## config.mk

```make
export PLATFORM = sky130hd
export DESIGN_NAME = rss_sqrt
export DESIGN_NICKNAME = d
export VERILOG_FILES = /design/src/rss_pkg.sv /design/src/rss_sqrt.sv
export SDC_FILE = /design/constraint.sdc
export NUM_CORES = 1
export LEC_CHECK = 0
export BUFFER_PORTS_ARGS = -buffer_cell sky130_fd_sc_hd__buf_2
export CAP_MARGIN = 5
export CORE_MARGIN = 2
export CORE_UTILIZATION = 50
export DETAILED_ROUTE_END_ITERATION = 16
export PLACE_DENSITY_LB_ADDON = 0.15
export SYNTH_ARGS = -nofsm -noshare
export SYNTH_HDL_FRONTEND = slang
export SYNTH_SLANG_ARGS = --single-unit
export TNS_END_PERCENT = 50
```

## constraint.sdc

```tcl
create_clock -name clk -period 16.18 [get_ports clk]
set_clock_uncertainty 0.15 [all_clocks]
set_input_delay 1.618 -clock clk [delete_from_list [all_inputs] [get_ports clk]]
set_output_delay 1.618 -clock clk [all_outputs]
set_load 0.01 [all_outputs]
```

## src/rss_pkg.sv

```systemverilog
// shared types, constants and helpers for the ray/sphere shade accumulator
// no dependencies; imported by the interfaces and by every module
`default_nettype none

package rss_pkg;

  // grid geometry
  localparam int GRID_SIZE  = 1024;
  localparam int GRID_W     = $clog2(GRID_SIZE);
  localparam int GRID_CELLS = GRID_SIZE * GRID_SIZE;
  localparam int GRID_AW    = $clog2(GRID_CELLS);

  // shared divider: 48 bit dividend, 32 bit divisor
  localparam int DIV_NW = 48;
  localparam int DIV_DW = 32;
  localparam int DIV_CW = $clog2(DIV_NW);

  // shared root unit: 64 bit radicand, 32 bit root
  localparam int SQ_W  = 64;
  localparam int SQ_RW = 32;
  localparam int SQ_CW = $clog2(SQ_RW);

  localparam int ONE_Q16 = 65536;

  // configuration register indexes
  localparam logic [2:0] CFG_LIGHT_X     = 3'd0;
  localparam logic [2:0] CFG_LIGHT_Y     = 3'd1;
  localparam logic [2:0] CFG_LIGHT_Z     = 3'd2;
  localparam logic [2:0] CFG_CENTER_Y    = 3'd3;
  localparam logic [2:0] CFG_RADIUS      = 3'd4;
  localparam logic [2:0] CFG_WIN_DIST    = 3'd5;
  localparam logic [2:0] CFG_WIN_HALF    = 3'd6;

  // reset values
  localparam logic [31:0] RST_LIGHT_X  = 32'h0004_0000;
  localparam logic [31:0] RST_LIGHT_Y  = 32'h0004_0000;
  localparam logic [31:0] RST_LIGHT_Z  = 32'hFFFF_0000;
  localparam logic [31:0] RST_CENTER_Y = 32'h000C_0000;
  localparam logic [30:0] RST_RADIUS   = 31'h0006_0000;
  localparam logic [30:0] RST_WIN_DIST = 31'h000A_0000;
  localparam logic [30:0] RST_WIN_HALF = 31'h000A_0000;

  // operation codes
  localparam logic OP_TRACE = 1'b0;
  localparam logic OP_READ  = 1'b1;

  typedef struct packed {
    logic              start;
    logic [DIV_NW-1:0] dividend;
    logic [DIV_DW-1:0] divisor;
  } div_req_t;

  typedef struct packed {
    logic              done;
    logic [DIV_NW-1:0] quot;
  } div_rsp_t;

  typedef struct packed {
    logic            start;
    logic [SQ_W-1:0] radicand;
  } sqrt_req_t;

  typedef struct packed {
    logic             done;
    logic [SQ_RW-1:0] root;
  } sqrt_rsp_t;

  typedef struct packed {
    logic               rd;
    logic               wr;
    logic [GRID_AW-1:0] addr;
    logic [31:0]        data;
  } grid_req_t;

  // clamp a Q1.16 direction component to [-1.0, 1.0]
  function automatic logic signed [17:0] clamp_dir(input logic signed [17:0] v);
    logic signed [17:0] r;
    r = v;
    if (v > 18'sd65536) r = 18'sd65536;
    else if (v < -18'sd65536) r = -18'sd65536;
    return r;
  endfunction

endpackage

`default_nettype wire

```

## src/rss_sqrt.sv

```systemverilog
// digit-by-digit integer square root, one root bit per cycle
// depends on rss_pkg
`default_nettype none

module rss_sqrt
  import rss_pkg::*;
(
  input  wire logic      clk,
  input  wire logic      rst,
  input  wire sqrt_req_t req,
  output sqrt_rsp_t      rsp
);

  logic             busy;
  logic             done;
  logic [SQ_CW-1:0] cnt;
  logic [SQ_W-1:0]  x;
  logic [SQ_RW+1:0] rem;
  logic [SQ_RW-1:0] root;

  logic [SQ_RW+3:0] shifted;
  logic [SQ_RW+3:0] trial;
  logic             ge;

  always_comb begin
    shifted = {rem, x[SQ_W-1 -: 2]};
    trial   = {2'b00, root, 2'b01};
    ge      = shifted >= trial;
  end

  always_ff @(posedge clk) begin
    if (rst) begin
      busy <= 1'b0;
      done <= 1'b0;
    end else begin
      done <= 1'b0;
      if (req.start) begin
        busy <= 1'b1;
        cnt  <= '0;
        x    <= req.radicand;
        rem  <= '0;
        root <= '0;
      end else if (busy) begin
        rem  <= ge ? SQ_RW'(0) + (SQ_RW+2)'(shifted - trial) : (SQ_RW+2)'(shifted);
        root <= {root[SQ_RW-2:0], ge};
        x    <= {x[SQ_W-3:0], 2'b00};
        cnt  <= cnt + 1'b1;
        if (cnt == SQ_CW'(SQ_RW - 1)) begin
          busy <= 1'b0;
          done <= 1'b1;
        end
      end
    end
  end

  assign rsp.done = done;
  assign rsp.root = root;

endmodule

`default_nettype wire

```

Yosys cells after proc, flatten, opt, wreduce, memory -nomap -nowiden
Cells that the tools add are included.

word-level totals
  bits in registers = 137
  input port bits = 67
  logic and storage cells = 25
  output and inout port bits = 33

operators by class
  $add $sub $neg = 2
  equality and inequality tests = 1
  reductions and logical operators = 3
  multiplexer cells = 10
  $lt $le $gt $ge = 1
  bitwise logic cells = 2

operator list
  operator             count
  $mux 64              2
  $mux 34              2
  $ge 36x34->1         1
  $sub 34x34->34       1
  $mux 32              1
  $add 5x1->5 const B  1
  $eq 5x5->1 const B   1
  $mux 5               1
  $mux 1               4
  $reduce_or 3->1      1
  $not 1->1            2
  $reduce_and 2->1     1
  $reduce_bool 2->1    1

Logic depth before layout (Yosys ltp)
  depth after elaboration = 4
  depth in mapped cells = 14

Least setup slack after synthesis
OpenSTA, ideal clock, no wires.

  path type = input to register
  from = input req[64] (netlist name)
  to = register cnt[0], enable pin
  setup time = 631 ps
  buffers on the path = 2
  data arrival time = 7862 ps
  path slack = 7537 ps
  data required time = 15399 ps
  cell stages on the path = 4
  cells stage by stage = clkbuf_1 -> clkbuf_1 -> nor2_1 -> nor2_1

between the ends
  word-level cells in the longest chain between the ends = 2

ends and longest elaborated chain
  item                         RTL line        source
  from (decl)                  rss_sqrt.sv:10  input wire sqrt_req_t req,
  $reduce_bool 2->1 (no line)  n/a
  $reduce_and 2->1 (no line)   n/a
  to (signal assigned)         rss_sqrt.sv:47  cnt <= cnt + 1'b1;
  to (decl)                    rss_sqrt.sv:16  logic [SQ_CW-1:0] cnt;

Every way passes these cells.
A chain may end at the register's enable or synchronous reset.

Worst setup path after layout
  from = input req[64] (netlist name)
  to = register root[1], enable pin

between the ends
  word-level cells in the longest chain between the ends = 2

ends and longest elaborated chain
  item                         RTL line        source
  $reduce_bool 2->1 (no line)  n/a
  $reduce_and 2->1 (no line)   n/a
  to (signal assigned)         rss_sqrt.sv:45  root <= {root[SQ_RW-2:0], ge};
  to (decl)                    rss_sqrt.sv:19  logic [SQ_RW-1:0] root;

Every way passes these cells.

==> impl_metrics.csv <==
group,metric,value,unit
global_routing,grt_max_degree,82,
cts,post_cts.repair.setup_buffers,0,
detailed_routing,ant_nets,0,
cts,cts-root-buf,"clkbuf_16",
sta,slew_headroom,0.321,
worst_setup_path,crit_path_max_fanout,81,
worst_setup_path,critical_path_arrival,4.03,ns
placed_design,dpl.hpwl,9.88,mm
synth,async_reset_ff_frac,0,
sta,period_share,0.255,
global_routing,antenna_found_initial,0,
detailed_routing,first_pass_iters,5,
sta,max_clock_freq,242,MHz
synth,synth.area.top_cells,"edfxtp_1 (53%), mux2_2 (9.2%), ha_1 (5.9%), a21oi_1 (3.4%), nand2_1 (3.2%)",
sta,finalHoldViolCount,0,
synth,muxShareOfSynthArea,0.0959,
cts,cts.reportedPaths.clkPinSlew,0.06,ns
die,core,0.0150,sq mm
synth,synth-main-ff-cell,"edfxtp_1",
global_routing,grtUsageTotal,0.192,
detailed_routing,drc,0,
global_routing,grt_overflow,0,
cts,clkSinkCount,137,
worst_setup_path,max_stage_delay,0.77,ns
synth,synth_simple_gate_area_frac,0.116,
pwr,ir_drop,0.0000691,V
worst_setup_path,slowest_stage,"buf_4",
synth,yosys-top-cells-count,"edfxtp_1 (135), nand2_1 (64), mux2_2 (62), nor2_1 (59), a21oi_1 (51)",
sta,hold_ws,0.344,ns
cts,hold_buffers,0,
detailed_routing,num_vias,5192,
worst_setup_path,start_kind,"input pin",
synth,synth.largest_area_cell,"edfxtp_1",
synth,syn-cell-area,0.00760,sq mm
worst_setup_path,required,16.08,ns
final_layout,areaGrowthSynthToFinish,15.2,%
die,ios,100,
cts,clock_latency,0.42,ns
synth,synthCells,663,
die,die_y,127,um
cts,ctsResizeCount,0,
pwr,leakage,3.59,nW
sta,tightest_slew,1.02,ns
pwr,power,1.05,mW
pwr,p_per_area,120,mW/mm^2
synth,synth.distinct_cells,60,
worst_setup_path,critPathCaptureType,"flip-flop",
detailed_routing,vias_per_cell,5.45,
sta,final_max_slew_viol_count,0,
synth,synth_top_area_share,0.534,
die,initial_utilization,0.505,
cts,cts_tree,"yes",
die,core.rowCount,45,
sta,period_needed,4.13,ns
detailed_routing,wirelength,14.8,mm
detailed_routing,drt_iter0_drc,278,
synth,synth_xor_xnor_area_share,0.0277,
synth,ys_ff_latch,137,
worst_setup_path,critical_path_depth,5,
sta,rsz0062_at_grt,"no",
detailed_routing,wl_per_cell,15.6,um
worst_setup_path,rr_worst_depth,11,
job,drv_cap,0,
placed_design,portBuffers,99,
cts,clock_path_buffers,2,
final_layout,stdcell_area,0.00875,sq mm
synth,synth_compound_area_frac,0.114,
min_path,hold_depth,1,
synth,synth_fa_ha_area_frac,0.0593,
status,outcome,"complete, no violations",
synth,synth_top_family_by_area,"simple AND/OR/NAND/NOR gates",
synth,synth-warning-count,0,
worst_setup_path,cpMostUsedCell,"buf_4",
synth,syn-num-nets,766,
sta,tns,0,ns
placed_design,placed_area,0.00817,sq mm
synth,synth_edf_count,135,
final_layout,nets,855,
min_path,hold_class,"flip-flop to flip-flop",
synth,syn_area_per_cell,11.5,sq um
sta,setup_violations,0,
global_routing,grt_pass1_vias,5199,
final_layout,drive_gt1_frac,0.271,
worst_setup_path,crit_chain,"buf_4 -> nor2_1 -> nor2_4 -> buf_4 -> buf_4",
placed_design,gp_congestion,0.851,
synth,ys_seq_area_frac,0.539,
die,die_area,0.0162,sq mm
worst_setup_path,worstSetupPathType,"input pin to flip-flop",
worst_setup_path,critPathTopFamily,"buffers and inverters",
die,die_w,127,um
cts,htreeDepth,4,
final_layout,antenna_cells,0,
global_routing,grt_pass1_wl,24.9,mm
synth,yosysMostFrequentCell,"edfxtp_1",
worst_setup_path,crit_buf_inv,3,
cts,numCtsBuffers,17,
-- worst reg2reg max path: cells and delay by family (launching register included) --
| kind | cells | cell delay (ns) |
|---|---|---|
| and+or+nand+nor | 4 | 1.25 |
| adders and majority gates | 1 | 0.32 |
| DFF | 1 | 0.39 |
| AOI/OAI and AO/OA | 5 | 1.38 |
| buffers and inverters | 1 | 0.08 |
-- per-layer routing --
layer,share of wire,track usage,vias up
met5,0,0,-
met4,0.024,0.0924,0
met3,0.054,0.0574,26
met2,0.46,0.300,111
met1,0.46,0.247,2462
li1,-,-,2593
-- sequential cells by signal, summed over array words and instances (netlist names) --
| register | cells |
|---|---|
| done | 1 |
| rem | 34 |
| root | 32 |
| busy | 1 |
| cnt | 5 |
| x | 64 |
-- per-stage QoR --
step / setup WS (ns) / util / cells
6_report: 12.05 / 0.582 / 953
5_1_grt: 11.81 / 0.582 / 953
4_1_cts: 11.99 / 0.582 / 953
3_5_place_dp: 11.53 / 0.543 / 921
3_3_place_gp: 11.62 / 0.543 / 921
2_1_floorplan: 7.54 / - / 663
-- power breakdown --
part | internal [mW] | total (mW) | leakage (nW) | switching [mW]
clock | 0.240 | 0.387 | 0.283 | 0.147
sequential | 0.429 | 0.441 | 1.32 | 0.0118
combinational | 0.0919 | 0.219 | 1.99 | 0.127
total | 0.761 | 1.05 | 3.59 | 0.286
-- cells by family after synthesis --
group | Yosys count
mux | 65
fa+ha+maj | 36
simple gates | 188
flops | 137
xor+xnor | 24
buf+inv | 78
compound gates | 135
-- worst paths after layout --
path	startpoint	to	slack, ns
min reg2reg	busy	done	0.34
max	req[64]	root[1]	12.05
min	busy	done	0.34
max reg2reg	root[0]	rem[12]	12.47
-- area by class of cell --
type	instances	area, sq um
clock inverters	14	154
multi-input cells	448	3140
inverters	46	173
fillers	1291	6280
flip-flops and latches	137	4090
clock buffers	18	429
well taps	188	235
repair buffers	102	520
-- placed cells by master (no fill, tap or decap), types with 17 or more instances in the layout --
master and count:
a21oi_1 51, edfxtp_1 135, nand2_1 64, ha_1 36, buf_2 98, mux2_2 62
o21ai_0 22, clkbuf_16 17, nor2_1 58, inv_1 46
Note: power is estimated with default switching activity, not from simulation.
