<file path="config.mk">
export PLATFORM = sky130hd
export DESIGN_NAME = rss_div
export DESIGN_NICKNAME = d
export VERILOG_FILES = /design/src/rss_pkg.sv /design/src/rss_div.sv
export SDC_FILE = /design/constraint.sdc
export NUM_CORES = 1
export LEC_CHECK = 0
export ABC_AREA = 1
export BUFFER_PORTS_ARGS = -buffer_cell sky130_fd_sc_hd__clkbuf_2
export CAP_MARGIN = 20
export CELL_PAD_IN_SITES_DETAIL_PLACEMENT = 1
export CELL_PAD_IN_SITES_GLOBAL_PLACEMENT = 1
export CORE_MARGIN = 4
export CORE_UTILIZATION = 43
export CTS_BUF_LIST = sky130_fd_sc_hd__clkbuf_4
export DETAILED_ROUTE_END_ITERATION = 7
export HOLD_SLACK_MARGIN = 0.05
export PLACE_DENSITY = 0.79
export SYNTH_ARGS = -nofsm -noshare
export SYNTH_HDL_FRONTEND = slang
export SYNTH_SLANG_ARGS = --single-unit
</file>
<file path="constraint.sdc">
create_clock -name clk -period 8.9 [get_ports clk]
set_input_delay 2.225 -clock clk [delete_from_list [all_inputs] [get_ports clk]]
set_output_delay 2.225 -clock clk [all_outputs]
set_load 0.05 [all_outputs]
</file>
<file path="src/rss_pkg.sv">
// shared types, constants and helpers for the ray/sphere shade accumulator
// no dependencies; imported by the interfaces and by every module
`default_nettype none

package rss_pkg;

  // grid geometry
  localparam int GRID_SIZE  = 1024;
  localparam int GRID_W     = $clog2(GRID_SIZE);
  localparam int GRID_CELLS = GRID_SIZE * GRID_SIZE;
  localparam int GRID_AW    = $clog2(GRID_CELLS);

  // shared divider: 48 bit dividend, 32 bit divisor
  localparam int DIV_NW = 48;
  localparam int DIV_DW = 32;
  localparam int DIV_CW = $clog2(DIV_NW);

  // shared root unit: 64 bit radicand, 32 bit root
  localparam int SQ_W  = 64;
  localparam int SQ_RW = 32;
  localparam int SQ_CW = $clog2(SQ_RW);

  localparam int ONE_Q16 = 65536;

  // configuration register indexes
  localparam logic [2:0] CFG_LIGHT_X     = 3'd0;
  localparam logic [2:0] CFG_LIGHT_Y     = 3'd1;
  localparam logic [2:0] CFG_LIGHT_Z     = 3'd2;
  localparam logic [2:0] CFG_CENTER_Y    = 3'd3;
  localparam logic [2:0] CFG_RADIUS      = 3'd4;
  localparam logic [2:0] CFG_WIN_DIST    = 3'd5;
  localparam logic [2:0] CFG_WIN_HALF    = 3'd6;

  // reset values
  localparam logic [31:0] RST_LIGHT_X  = 32'h0004_0000;
  localparam logic [31:0] RST_LIGHT_Y  = 32'h0004_0000;
  localparam logic [31:0] RST_LIGHT_Z  = 32'hFFFF_0000;
  localparam logic [31:0] RST_CENTER_Y = 32'h000C_0000;
  localparam logic [30:0] RST_RADIUS   = 31'h0006_0000;
  localparam logic [30:0] RST_WIN_DIST = 31'h000A_0000;
  localparam logic [30:0] RST_WIN_HALF = 31'h000A_0000;

  // operation codes
  localparam logic OP_TRACE = 1'b0;
  localparam logic OP_READ  = 1'b1;

  typedef struct packed {
    logic              start;
    logic [DIV_NW-1:0] dividend;
    logic [DIV_DW-1:0] divisor;
  } div_req_t;

  typedef struct packed {
    logic              done;
    logic [DIV_NW-1:0] quot;
  } div_rsp_t;

  typedef struct packed {
    logic            start;
    logic [SQ_W-1:0] radicand;
  } sqrt_req_t;

  typedef struct packed {
    logic             done;
    logic [SQ_RW-1:0] root;
  } sqrt_rsp_t;

  typedef struct packed {
    logic               rd;
    logic               wr;
    logic [GRID_AW-1:0] addr;
    logic [31:0]        data;
  } grid_req_t;

  // clamp a Q1.16 direction component to [-1.0, 1.0]
  function automatic logic signed [17:0] clamp_dir(input logic signed [17:0] v);
    logic signed [17:0] r;
    r = v;
    if (v > 18'sd65536) r = 18'sd65536;
    else if (v < -18'sd65536) r = -18'sd65536;
    return r;
  endfunction

endpackage

`default_nettype wire

</file>
<file path="src/rss_div.sv">
// restoring unsigned divider, one quotient bit per cycle
// depends on rss_pkg
`default_nettype none

module rss_div
  import rss_pkg::*;
(
  input  wire logic     clk,
  input  wire logic     rst,
  input  wire div_req_t req,
  output div_rsp_t      rsp
);

  logic              busy;
  logic [DIV_CW-1:0] cnt;
  logic [DIV_DW-1:0] rem;
  logic [DIV_NW-1:0] quo;
  logic [DIV_DW-1:0] dvs;
  logic              done;

  logic [DIV_DW:0]   shifted;
  logic [DIV_DW+1:0] diff;
  logic              ge;

  always_comb begin
    shifted = {rem, quo[DIV_NW-1]};
    diff    = {1'b0, shifted} - {2'b00, dvs};
    ge      = ~diff[DIV_DW+1];
  end

  always_ff @(posedge clk) begin
    if (rst) begin
      busy <= 1'b0;
      done <= 1'b0;
    end else begin
      done <= 1'b0;
      if (req.start) begin
        busy <= 1'b1;
        cnt  <= '0;
        rem  <= '0;
        quo  <= req.dividend;
        dvs  <= req.divisor;
      end else if (busy) begin
        rem <= ge ? diff[DIV_DW-1:0] : shifted[DIV_DW-1:0];
        quo <= {quo[DIV_NW-2:0], ge};
        cnt <= cnt + 1'b1;
        if (cnt == DIV_CW'(DIV_NW - 1)) begin
          busy <= 1'b0;
          done <= 1'b1;
        end
      end
    end
  end

  assign rsp.done = done;
  assign rsp.quot = quo;

endmodule

`default_nettype wire

</file>
### Word-level counts from Yosys, hierarchy flattened

Cells that the tools add are included.

* flip-flop bits (word level): 120
* output and inout bits: 49
* logic and storage cells: 25

* $add $sub $neg: 2
* equal/unequal tests: 1
* multiplexer cells: 9
* bitwise operators: 3
* reductions and logical operators: 4

Operator list (number)
* 2-to-1 mux 48 bit: 2
* 2-to-1 mux 32 bit: 2
* subtractor 33 x 32 -> 34 bit: 1
* adder 6 x 1 -> 6 bit, second input constant: 1
* equality test 6 bit, second input constant: 1
* 2-to-1 mux 6 bit: 1
* 2-to-1 mux 1 bit: 4
* AND reduction 2 bit: 2
* inverter 1 bit: 3
* OR reduction 3 bit: 1
* nonzero test 2 bit: 1

### Logic depth before layout (Yosys ltp)

Gate-level depths: netlist of run 1.

* depth after elaboration: 4
* gate-level depth with buffers: 16
* depth with buffers taken out: 16

### Worst setup path before layout of run 1

OpenSTA, ideal clock, no wires.

* path kind: input port to flip-flop
* from: input port req[80] in the netlist's numbering
* to: register cnt[0], enable pin
* arrival: 6.902 ns
* required time: 8.339 ns
* setup slack: 1.437 ns
* stages on the path: 4
* buffers on the path: 2
* path through: clkbuf_1 > inv_1 > clkbuf_1 > a21oi_1

* word-level cells in the longest chain between the ends: 2

RTL lines
* start: declaration: RTL line rss_div.sv:10 `input wire div_req_t req,`
* nonzero test 2 bit (no line)
* AND reduction 2 bit (no line)
* end signal: assignment: RTL line rss_div.sv:46 `cnt <= cnt + 1'b1;`
* end: declaration: RTL line rss_div.sv:15 `logic [DIV_CW-1:0] cnt;`

No other way between the ends.
A chain may end at the register's enable or synchronous reset.

### Worst setup path after layout of run 1

* from: input port req[80] in the netlist's numbering
* to: register rem[12], enable pin

* word-level cells in the longest chain between the ends: 2

RTL lines
* nonzero test 2 bit (no line)
* AND reduction 2 bit (no line)
* end signal: assignment: RTL line rss_div.sv:44 `rem <= ge ? diff[DIV_DW-1:0] : shifted[DIV_DW-1:0];`
* end: declaration: RTL line rss_div.sv:16 `logic [DIV_DW-1:0] rem;`

No other way between the ends.

==> results.txt, run 1 <==
In this run, post-CTS repair resized a total of 0 instances. Of all cell types, the one taking the most synthesized area is sky130_fd_sc_hd__edfxtp_1. The terminus of the critical flop-to-flop path was rem[26]. The area share of the largest cell type after synthesis was 0.4591.

The die is 142.0 um wide. The number of vias after detailed routing was 6919. The initial cell density of the core was 0.4432.

The initial antenna violation count came out at 1. After clock tree synthesis, the setup repair step added 0 buffers. The share of async-settable or async-resettable flops after synthesis is 0.

Setup violations remaining at the end of the flow were counted as 0. The commonest cells after synthesis are sky130_fd_sc_hd__nand2_1, sky130_fd_sc_hd__inv_1, sky130_fd_sc_hd__edfxtp_1, sky130_fd_sc_hd__nor2_1, sky130_fd_sc_hd__ha_1. Entering global routing, the biggest net connects 84 pins.

The clock passes through at most 2 buffers. The post-synthesis sequential area ratio came out at 0.4643. For the hold buffer count at cts, the log shows 0. The setup slack of the worst register-to-register path was 6.17 ns. Critical path startpoint category: an input pin.

The layout overhead on the synthesized area was 15.43%. In the post-synthesis netlist, the biggest area contributors are sky130_fd_sc_hd__edfxtp_1, sky130_fd_sc_hd__nand2_1, sky130_fd_sc_hd__inv_1, sky130_fd_sc_hd__ha_1, sky130_fd_sc_hd__nor2_1. For the finished layout, the period the worst path requires is 4.132 ns.

Across the VDD grid, the largest voltage drop is 86.09 uV. The fraction of final layout cells sized beyond drive strength 1 was 0.1726; the total power was 1642 uW. Setup repair after global routing left no endpoint under its margin.

In this run, distinct cell masters in the synthesized netlist total 37. After the last flow step, the layout net total stands at 1274. The H-tree generated during clock tree synthesis spans 4 levels. The measured slew at the worst slew-check pin works out to 1.011 ns. The worst setup path is of the in2reg kind. The worst register-to-register path has a depth of 13. The cell area that synthesis handed to floorplanning was 7719 um^2. CTS saw 120 sinks. Placeable core area: 17420 um^2. After detailed routing, the number of remaining DRC violations is 0. The clock reaches the later pin of the worst-skew pair after 0.56 ns. The number of synthesized flops with an enable pin was 118; the post-route clock period utilization was 0.4642. The startpoint of the worst-slack reg-to-reg timing path is rem[23]. After detailed routing, the number of vias per cell comes to 4.956. Worst clock skew: 0.02326 ns. The wire-length estimate of the detail-placed layout is 17070 um. Capturing instance or port of the critical path: rem[12]. The die covers 20160 um^2. For the global placer's final weighted congestion, the log shows 0.8733.

The routed wire length is 22400 um, and the total of buffers placed on input and output ports is 131. The worst slack on hold paths is 0.5514 ns, and the number of synthesized register bits is 120. The net count after synthesis was 1141; the remaining max-slew budget at the tightest pin was 0.3258.

The data arrival time at the worst-slack endpoint was 4.31 ns; the max-capacitance violation count was 0. Clock-pin slew was measured on the worst setup and hold paths at 0.14 ns. Once routing completed, OpenROAD measured the worst setup slack at 4.768 ns.

sky130_fd_sc_hd__nand2_1 is the most common cell in the netlist. For this run, the leading register cell type out of synthesis is sky130_fd_sc_hd__edfxtp_1. The first global-routing pass estimated 36510 um of wire.

The highest achievable clock rate came out at 242.0 MHz. Counting every instance in the synthesized netlist gives 1024. The power per standard cell area works out to 184.3 nW/um^2. The floorplan has 48 rows. The core occupancy in the finished layout is 0.5116. In this run the vertical extent of the chip is 142.0 um.

For the leakage power summed over all cells, the log shows 0.004737 uW. For this run, the detailed router's first-pass iteration total came to 5. After routing, the total negative slack on setup checks comes to 0 ns.

The post-placement worst setup slack was 4.132 ns. The tightest min-delay check is of the reg2reg type. Global routing finished with a remaining overflow of 0. TritonCTS built the clock tree. For the total CTS buffers, the log shows 17. The max-slew violation count was 0. The first routing iteration left 411 violations.

For the count of yosys warnings during synthesis, the log shows 0. The final-report hold violation count was 0; the I/O pin count was 132. Dividing the detail-routed wire length by the instance count gives 16.04 um.

In this run the worst path has a maximum fanout of 71. Via count of the first global-routing pass: 7269. For the worst setup path, the data required time is 9.08 ns. The total track usage was 0.2307. The buffer cell driving the clock tree root is sky130_fd_sc_hd__clkbuf_4. The tools report the remaining antenna violation count as 0.

The flow ran to the end, and the final reports show no timing, DRC or antenna violations. Each instance of the synthesized netlist takes up on average 7.538 um^2. The tools report the endpoint type of the worst setup path as a flop. Tracing the worst setup path back leads to its startpoint at req[80].
==> layout make-up <==
| class | count | area, um^2 |
|---|---|---|
| antenna | 1 | 2.502 |
| timing repair buffer | 135 | 705.7 |
| inverter | 177 | 669.4 |
| fill | 2285 | 8507 |
| tap | 225 | 281.5 |
| sequential | 120 | 3583 |
| clock buffer | 18 | 135.1 |
| multi-input combinational | 706 | 3368 |
| clock inverter | 14 | 163.9 |
==> state kept, by name (all words and copies together) (netlist names) <==
name,count
busy,1
dvs,32
cnt,6
done,1
rem,32
quo,48
==> cell usage in the layout (no fill, tap or decap), types with 2 or more instances in the layout <==
cell	instances
sky130_fd_sc_hd__clkinv_1	2
sky130_fd_sc_hd__clkbuf_2	131
sky130_fd_sc_hd__ha_1	33
sky130_fd_sc_hd__dfxtp_1	2
sky130_fd_sc_hd__clkbuf_4	18
sky130_fd_sc_hd__nand3_2	2
sky130_fd_sc_hd__bufinv_16	2
sky130_fd_sc_hd__nand3b_1	19
sky130_fd_sc_hd__clkinvlp_4	2
sky130_fd_sc_hd__nand2_2	9
sky130_fd_sc_hd__nor2_1	89
sky130_fd_sc_hd__inv_2	2
sky130_fd_sc_hd__nand2_1	447
sky130_fd_sc_hd__nor3_1	2
sky130_fd_sc_hd__nor2_2	12
sky130_fd_sc_hd__edfxtp_1	118
sky130_fd_sc_hd__and2_1	4
sky130_fd_sc_hd__a21oi_1	18
sky130_fd_sc_hd__inv_1	172
sky130_fd_sc_hd__buf_4	3
sky130_fd_sc_hd__nand3_1	32
sky130_fd_sc_hd__clkinv_4	3
sky130_fd_sc_hd__xor2_1	14
sky130_fd_sc_hd__inv_8	2
sky130_fd_sc_hd__a21oi_4	2
sky130_fd_sc_hd__nand4_1	8
sky130_fd_sc_hd__o21ai_0	2
sky130_fd_sc_hd__inv_6	5
sky130_fd_sc_hd__nor2_4	3
==> routing by layer <==
metal  global-route usage  wire (um)  vias to the layer above
met2               0.3841      10690                      165
met1               0.3020      10090                     3314
li1                     -          -                     3418
met3              0.05981       1243                       22
met5                    0          0                        -
met4              0.05758        370                        0
==> how the worst min path moves through the flow <==
| stage | end | cells past startpoint | from | slack, ns |
|---|---|---|---|---|
| 6_report | done | 2 | busy | 0.55 |
| 4_1_cts | done | 2 | busy | 0.56 |
| 3_5_place_dp | quo[42] | 2 | quo[41] | 0.53 |
| 3_3_place_gp | done | 2 | busy | 0.53 |
| 5_1_grt | done | 2 | busy | 0.56 |
| 2_1_floorplan | done | 2 | busy | 0.42 |
==> per-stage QoR <==
stage          instance area (um^2)  cells
3_5_place_dp                   8581   1362
6_report                       8910   1396
2_1_floorplan                  7719   1024
3_3_place_gp                   8581   1362
5_1_grt                        8910   1396
4_1_cts                        8880   1394
==> critical path: stages <==
cell	delay [ns]
sky130_fd_sc_hd__clkbuf_2	0.07
sky130_fd_sc_hd__buf_4	0.45
sky130_fd_sc_hd__inv_2	0.12
sky130_fd_sc_hd__a21oi_4	0.50
sky130_fd_sc_hd__buf_4	0.85
==> where the power goes <==
part	switching, uW	leakage (uW)	internal [uW]
Sequential	24.1	0.00115	681
Combinational	348	0.00343	157
Clock	255	0.000158	177
==> kinds of logic (layout without fill, tap and decap cells) <==
logic type,count (synthesis),after routing,share of synthesized area
AND/OR/NAND/NOR,631,631,0.3414
buffers and inverters,198,344,0.1018
flip-flops,120,120,0.4643
adder cells (fa/ha/maj),34,34,0.05609
AO/OA/AOI/OAI,26,26,0.01945
XOR/XNOR,15,15,0.01702
other,0,1,0
Note: power is estimated with default switching activity, not from simulation.
==> inputs of run 2 (changes only) <==
CORE_UTILIZATION = 39   (was 43)
PLACE_DENSITY = 0.76   (was 0.79)
clock period = 3.5 ns   (was 8.9 ns; I/O delays follow)
==> results.txt, run 2 (synthesis gave the netlist of run 1 again) <==
The hold buffer count at cts is 0. At the worst endpoint, the arrival time is 3.00 ns. The measured slew at the worst slew-check pin was 0.7194 ns. Launching element of the worst setup path: quo[47]. In this run the worst path has a maximum fanout of 4. After routing, the total negative slack on setup checks comes to 0 ns.

The I/O pin count came out at 132. Setup repair after global routing left no endpoint under its margin. Power spread over the standard cell area amounts to 471.1 nW/um^2. Before antenna repair, the detailed router went through 4 iterations. The layout has 2510 filler cells. Across the run, the number of max-cap violations was 0.

The total of buffers placed on input and output ports was 131. The routed wire length is 22720 um, and the clock latency at the later pin of the worst-skew pair is 0.56 ns. The total track usage is 0.2119, and the final critical delay including setup and external delays is 2.670 ns. For this design the static power due to leakage is 0.004755 uW. The tools report the initial cell density of the core as 0.3966. The post-route clock period utilization came out at 0.7629. The tools report the post-CTS setup repair buffer count as 0. The count of cells resized by post-cts repair was 0; the worst clock skew was 0.03336 ns. The run finished with clean final reports.

The H-tree was split into 4 levels. The average vias per placed instance came out at 4.750. The remaining max-slew budget at the tightest pin was 0.5197; the maximum number of pins on one net before global-route repair was 64.

Clock-pin slew was measured on the worst setup and hold paths at 0.14 ns. STA classifies the critical path startpoint as a flop. The sequential cell area was 3583 um^2.

After detailed placement, the total cell area comes to 8678 um^2. The endpoint type of the worst setup path was a flop. In this run the horizontal extent of the chip is 148.7 um. The total non-filler cell area in the finished layout was 9001 um^2; the fraction of final layout cells sized beyond drive strength 1 was 0.1732. Setup violations remaining at the end of the flow were counted as 0. In this run the critical register-to-register path is launched from quo[47].

The path type of the worst min-delay path is in2reg. Summing internal, switching and leakage power gives 4240 uW. For the count of placed standard cells in the final layout, fillers left out, the log shows 1438. Via count of the first global-routing pass: 7425. Across the VDD grid, the largest voltage drop is 268.3 uV.

For the buffer levels on the longest clock path, the log shows 2. In the final layout, the registers with the most flip-flops are quo (48), dvs (32), rem (32). The leading cell type in the layout, fill and taps excluded was sky130_fd_sc_hd__nand2_1. The total CTS buffers came out at 17.

TritonCTS built the clock tree. The final-report hold violation count is 0. The congestion estimate from routability-driven global placement came to 0.9002.

DRC violation total after the first TritonRoute iteration: 269. The routed wirelength normalized by instance count is 15.80 um. The flip-flop count of the largest register after layout was 48; the count of placed standard cells including taps was 1405. The first global-routing pass estimated 36970 um of wire.

The register with the most flip-flops was quo. In this run the core area contains 51 standard-cell rows. Multi-input gate area in the final layout: 3368 um^2.

In this run the clock root is driven by a sky130_fd_sc_hd__clkbuf_4. The region available for standard cell placement spans 19460 um^2. The top cell types in the final layout, fill and taps aside, are sky130_fd_sc_hd__nand2_1, sky130_fd_sc_hd__inv_1, sky130_fd_sc_hd__clkbuf_2. Worst setup path category: reg2reg.

The tools report the worst hold path startpoint as req[27]. The tools report the final-stage net count as 1276. Based on the critical path, the design can be clocked at up to 374.5 MHz. In this run the remaining antenna-violating nets after routing total 0. In the routed design, unresolved DRC markers number 0.

The number of vias after detailed routing was 6831. The die covers 22110 um^2. The logs give 0 for the max-slew violation count and 17660 um for the detailed placer's ending HPWL. The clock sink count came out at 120. The initial antenna violation count is 1. For the worst setup path, the data required time is 3.83 ns. The area growth from synthesis to layout is 16.62%.

Measured along the y axis, the die boundary spans 148.7 um. Aggregate global routing overflow: 0.
[run 2: changes by cell type in the layout (fill, tap and decap cells not counted), sizes merged]
cell    change
clkbuf      -1
bufinv      +1
buf         +2
[run 2: critical path: stages, from the launching register on]
cell and delay [ns]:
sky130_fd_sc_hd__edfxtp_1 0.42, sky130_fd_sc_hd__inv_1 0.10, sky130_fd_sc_hd__ha_1 0.15, sky130_fd_sc_hd__inv_1 0.07, sky130_fd_sc_hd__fa_1 0.45, sky130_fd_sc_hd__nand3_1 0.11, sky130_fd_sc_hd__nand3_1 0.20, sky130_fd_sc_hd__nand2_1 0.12
sky130_fd_sc_hd__nand2_1 0.15, sky130_fd_sc_hd__nand2_1 0.10, sky130_fd_sc_hd__nand2_1 0.10, sky130_fd_sc_hd__nand2_1 0.15, sky130_fd_sc_hd__nand2_1 0.06, sky130_fd_sc_hd__nand2_1 0.05, sky130_fd_sc_hd__nand3_1 0.09, sky130_fd_sc_hd__nand2_1 0.09
sky130_fd_sc_hd__inv_1 0.04
[run 2: area by class of cell]
class | count | area share
repair buffers | 137 | 0.08062
clock inverters | 15 | 0.02141
diodes | 1 | 0.0002780
well taps | 265 | 0.03684
clock buffers | 17 | 0.01418
multi-input cells | 706 | 0.3742
inverters | 177 | 0.07437
flip-flops and latches | 120 | 0.3981
[run 2: where the power goes]
group | total (uW) | internal, uW | leakage [uW] | switching [uW]
clock | 1170 | 514 | 0.000165 | 653
combinational | 1290 | 401 | 0.00344 | 885
sequential | 1790 | 1730 | 0.00115 | 58.8
[run 2: worst paths after layout]
check        endpoint  slack, ns  depth (start not counted)
min reg2reg      done       0.55                          2
min           dvs[27]       0.49                          1
max reg2reg   rem[28]       0.83                         16
max           rem[28]       0.83                         16
[run 2: metal layers]
layer | vias to the layer above | global-route usage | routed length, um
li1 | 3426 | - | -
met1 | 3217 | 0.2627 | 10170
met2 | 169 | 0.3630 | 10660
met3 | 19 | 0.06734 | 1575
met4 | 0 | 0.04619 | 312
met5 | - | 0 | 0
[run 2: per-stage QoR]
step           hold slack, ns  utilization  worst slack (ns)
2_1_floorplan          0.4798            -            0.1584
3_3_place_gp           0.4951       0.4459            0.8804
3_5_place_dp           0.5280       0.4459            0.8470
4_1_cts                0.4463       0.4624            0.8381
5_1_grt                0.4343       0.4625            0.6536
6_report               0.4874       0.4625            0.8297
==> inputs of run 3 (changes only) <==
clock period = 2.35 ns   (was 3.5 ns; I/O delays follow)
==> results.txt, run 3 (synthesis gave the netlist of run 1 again) <==
STA puts the critical path data arrival time at 2.53 ns. After global routing the overflow that remains totals 0. Worst setup path category: reg2reg. The endpoint type of the worst setup path was a flop.

The tools report the number of detailed-routing iterations run before antenna repair as 4. Final count of negative-setup-slack endpoints: 0. The floorplan has 51 rows. The final-report hold violation count was 0.

The worst hold path belongs to the class in2reg. Input and output buffers added on the ports amount to 131. Leaving out fill and tap cells, the most frequent cell in the layout is sky130_fd_sc_hd__nand2_1. The floorplan step defined a core boundary enclosing 19460 um^2. For the final database, setup skew stands at 0.02399 ns.

The cell family contributing the most delay on the critical path was simple AND/OR/NAND/NOR gates. The tools report the post-route DRC violation count as 0. The DRC violation total after the first TritonRoute iteration came out at 364. The net count of the finished layout is 1316. The register with the most flip-flops in the layout has 48 of them. The via count of the first global-routing pass came out at 7428. STA puts the critical path data required time at 2.66 ns. Entering global routing, the biggest net connects 54 pins. For the first-pass GRT wire length, the log shows 36450 um. Summed over all cells, the static leakage comes to 0.004949 uW. The tools report the remaining max-slew budget at the tightest pin as 0.6334. The maximum VDD drop came out at 280.1 uV. The tightest hold path in the finished design has a slack of 0.1972 ns.

The tools report the buffer levels on the longest clock path as 2. For this run, the slowest stage of the critical path takes 0.46 ns. The run gives 0.3966 as the initial cell density of the core. Routed wirelength normalized by instance count: 15.46 um.

The routed wire length came out at 22850 um. Leaving out fill and tap cells, the most frequent cells in the layout are sky130_fd_sc_hd__nand2_1, sky130_fd_sc_hd__inv_1, sky130_fd_sc_hd__clkbuf_2. The run gives 8941 um^2 as the area of placed instances.

Across the whole layout, storage elements account for 3583 um^2. The wire-length estimate of the detail-placed layout is 17560 um. The cell type of the slowest stage on the worst timing path was sky130_fd_sc_hd__edfxtp_1. Fraction of final layout cells sized beyond drive strength 1: 0.2434.

After layout, the worst setup slack is 0.1339 ns. The buffer cell driving the clock tree root was sky130_fd_sc_hd__clkbuf_4. The total CTS buffers was 17; the die outline height was 148.7 um. The clock slew at the register clock pins of the worst setup and hold paths was 0.14 ns. Setup repair after global routing could not meet its margin everywhere. The H-tree level count was 4; the number of vias after detailed routing was 7029. The flow ran to the end, and the final reports show no timing, DRC or antenna violations. The maximum fanout along the worst path came out at 17. The final critical delay including setup and external delays was 2.216 ns. The measured slew at the worst slew-check pin was 0.5500 ns; the post-placement worst setup slack was -0.09148 ns. The floorplan step set the die width to 148.7 um. TritonCTS built the clock tree. The tools report the full die area as 22110 um^2. The layout has 2481 filler cells. The cell repeated most along the worst path is sky130_fd_sc_hd__nor2_1. The highest achievable clock rate was 451.2 MHz; the max-slew violation count was 0.

The largest registers in the layout are quo (48), dvs (32), rem (32). The total power is 6505 uW. Summing all multi-input logic gate instances after layout gives 3635 um^2.

Relative to the synthesized area, the layout overhead comes to 23.93%. The post-route clock period utilization came out at 0.9430. The run gives 0 as the max-capacitance violation count.

The register with the most flip-flops was quo. The critical path goes through ha_1 > nand2_1 > nor2_1 > nand3_1 > nand3_2 > nand2_2 > nand2_2 > nand2_4 > nand2_8 > inv_6 > nor2_1 > nor2_1. The later pin in the worst-skew pair is clocked with a latency of 0.55 ns.

The power per standard cell area was 680.1 nW/um^2. Using the TritonRoute via totals, the vias-per-cell ratio works out to 4.756. Pin placement for this block handled 132 I/O pins. The total track usage was 0.2096.

Summing all non-filler instances in the final layout gives an area of 9565 um^2. The logs give 1 for the initial antenna violation count and 120 for the clock sink count. Hold buffer count at cts: 0. STA classifies the critical path startpoint as a flop. The global placer's final weighted congestion came out at 0.9119.

The remaining antenna violation count is 0, and the number of buffers and inverters on the critical path is 1.
[run 3: cell types whose count changed in the layout (fill, tap and decap cells not counted), moves of 3 or more]
| cell | change |
|---|---|
| sky130_fd_sc_hd__nand3_1 | -3 |
| sky130_fd_sc_hd__ha_1 | -15 |
| sky130_fd_sc_hd__ha_4 | +11 |
| sky130_fd_sc_hd__nor2_1 | -11 |
| sky130_fd_sc_hd__nand2_1 | -17 |
| sky130_fd_sc_hd__nor2_2 | +9 |
| sky130_fd_sc_hd__nand2_2 | +16 |
| sky130_fd_sc_hd__buf_4 | +39 |
| sky130_fd_sc_hd__ha_2 | +4 |
[run 3: metrics by stage]
step | instances | setup TNS (ns) | utilization
global placement | 1440 | -0.1582 | 0.4594
global route | 1478 | -0.01609 | 0.4915
CTS | 1475 | 0 | 0.4769
finish | 1478 | 0 | 0.4915
floorplan | 1024 | -47.49 | -
detailed placement | 1440 | -0.1170 | 0.4594
[run 3: repair_timing]
item / in CTS / in global routing
buffers inserted: 3 / 2
pin swaps: 1 / 2
endpoints found under the setup margin: 5 / 32
resized for setup: 6 / 54
[run 3: worst paths after layout]
| check | start | endpoint | slack (ns) | cells after the start |
|---|---|---|---|---|
| setup / recovery | rem[0] | rem[10] | 0.13 | 12 |
| setup reg to reg | rem[0] | rem[10] | 0.13 | 12 |
| hold / removal | req[31] | dvs[31] | 0.20 | 1 |
| hold reg to reg | busy | done | 0.52 | 2 |
[run 3: worst reg2reg max path, delay by kind of cell (launching register included)]
kind | cells | cell delay, ns
flip-flops | 1 | 0.46
AND/OR/NAND/NOR | 10 | 1.10
buffers and inverters | 1 | 0.11
adder cells (fa/ha/maj) | 1 | 0.34
[run 3: layer usage]
| layer | part of all wire | up-vias | track usage | wire length, um |
|---|---|---|---|---|
| li1 | - | 3507 | - | - |
| met1 | 0.44 | 3342 | 0.2649 | 10100 |
| met2 | 0.48 | 162 | 0.3603 | 11020 |
| met3 | 0.064 | 18 | 0.05332 | 1459 |
| met4 | 0.012 | 0 | 0.05173 | 268 |
| met5 | 0 | - | 0 | 0 |
[run 3: power breakdown]
group,switching (uW),internal [uW]
logic,1410,785
registers,94.4,2580
clock network,969,674
[run 3: layout make-up]
class                           count  area share
Antenna cell                        1   0.0002616
Clock buffer                       18     0.01413
Clock inverter                     14     0.01727
Inverter                          177     0.07050
Multi-Input combinational cell    706      0.3800
Sequential cell                   120      0.3746
Tap cell                          265     0.03466
Timing Repair Buffer              177      0.1086
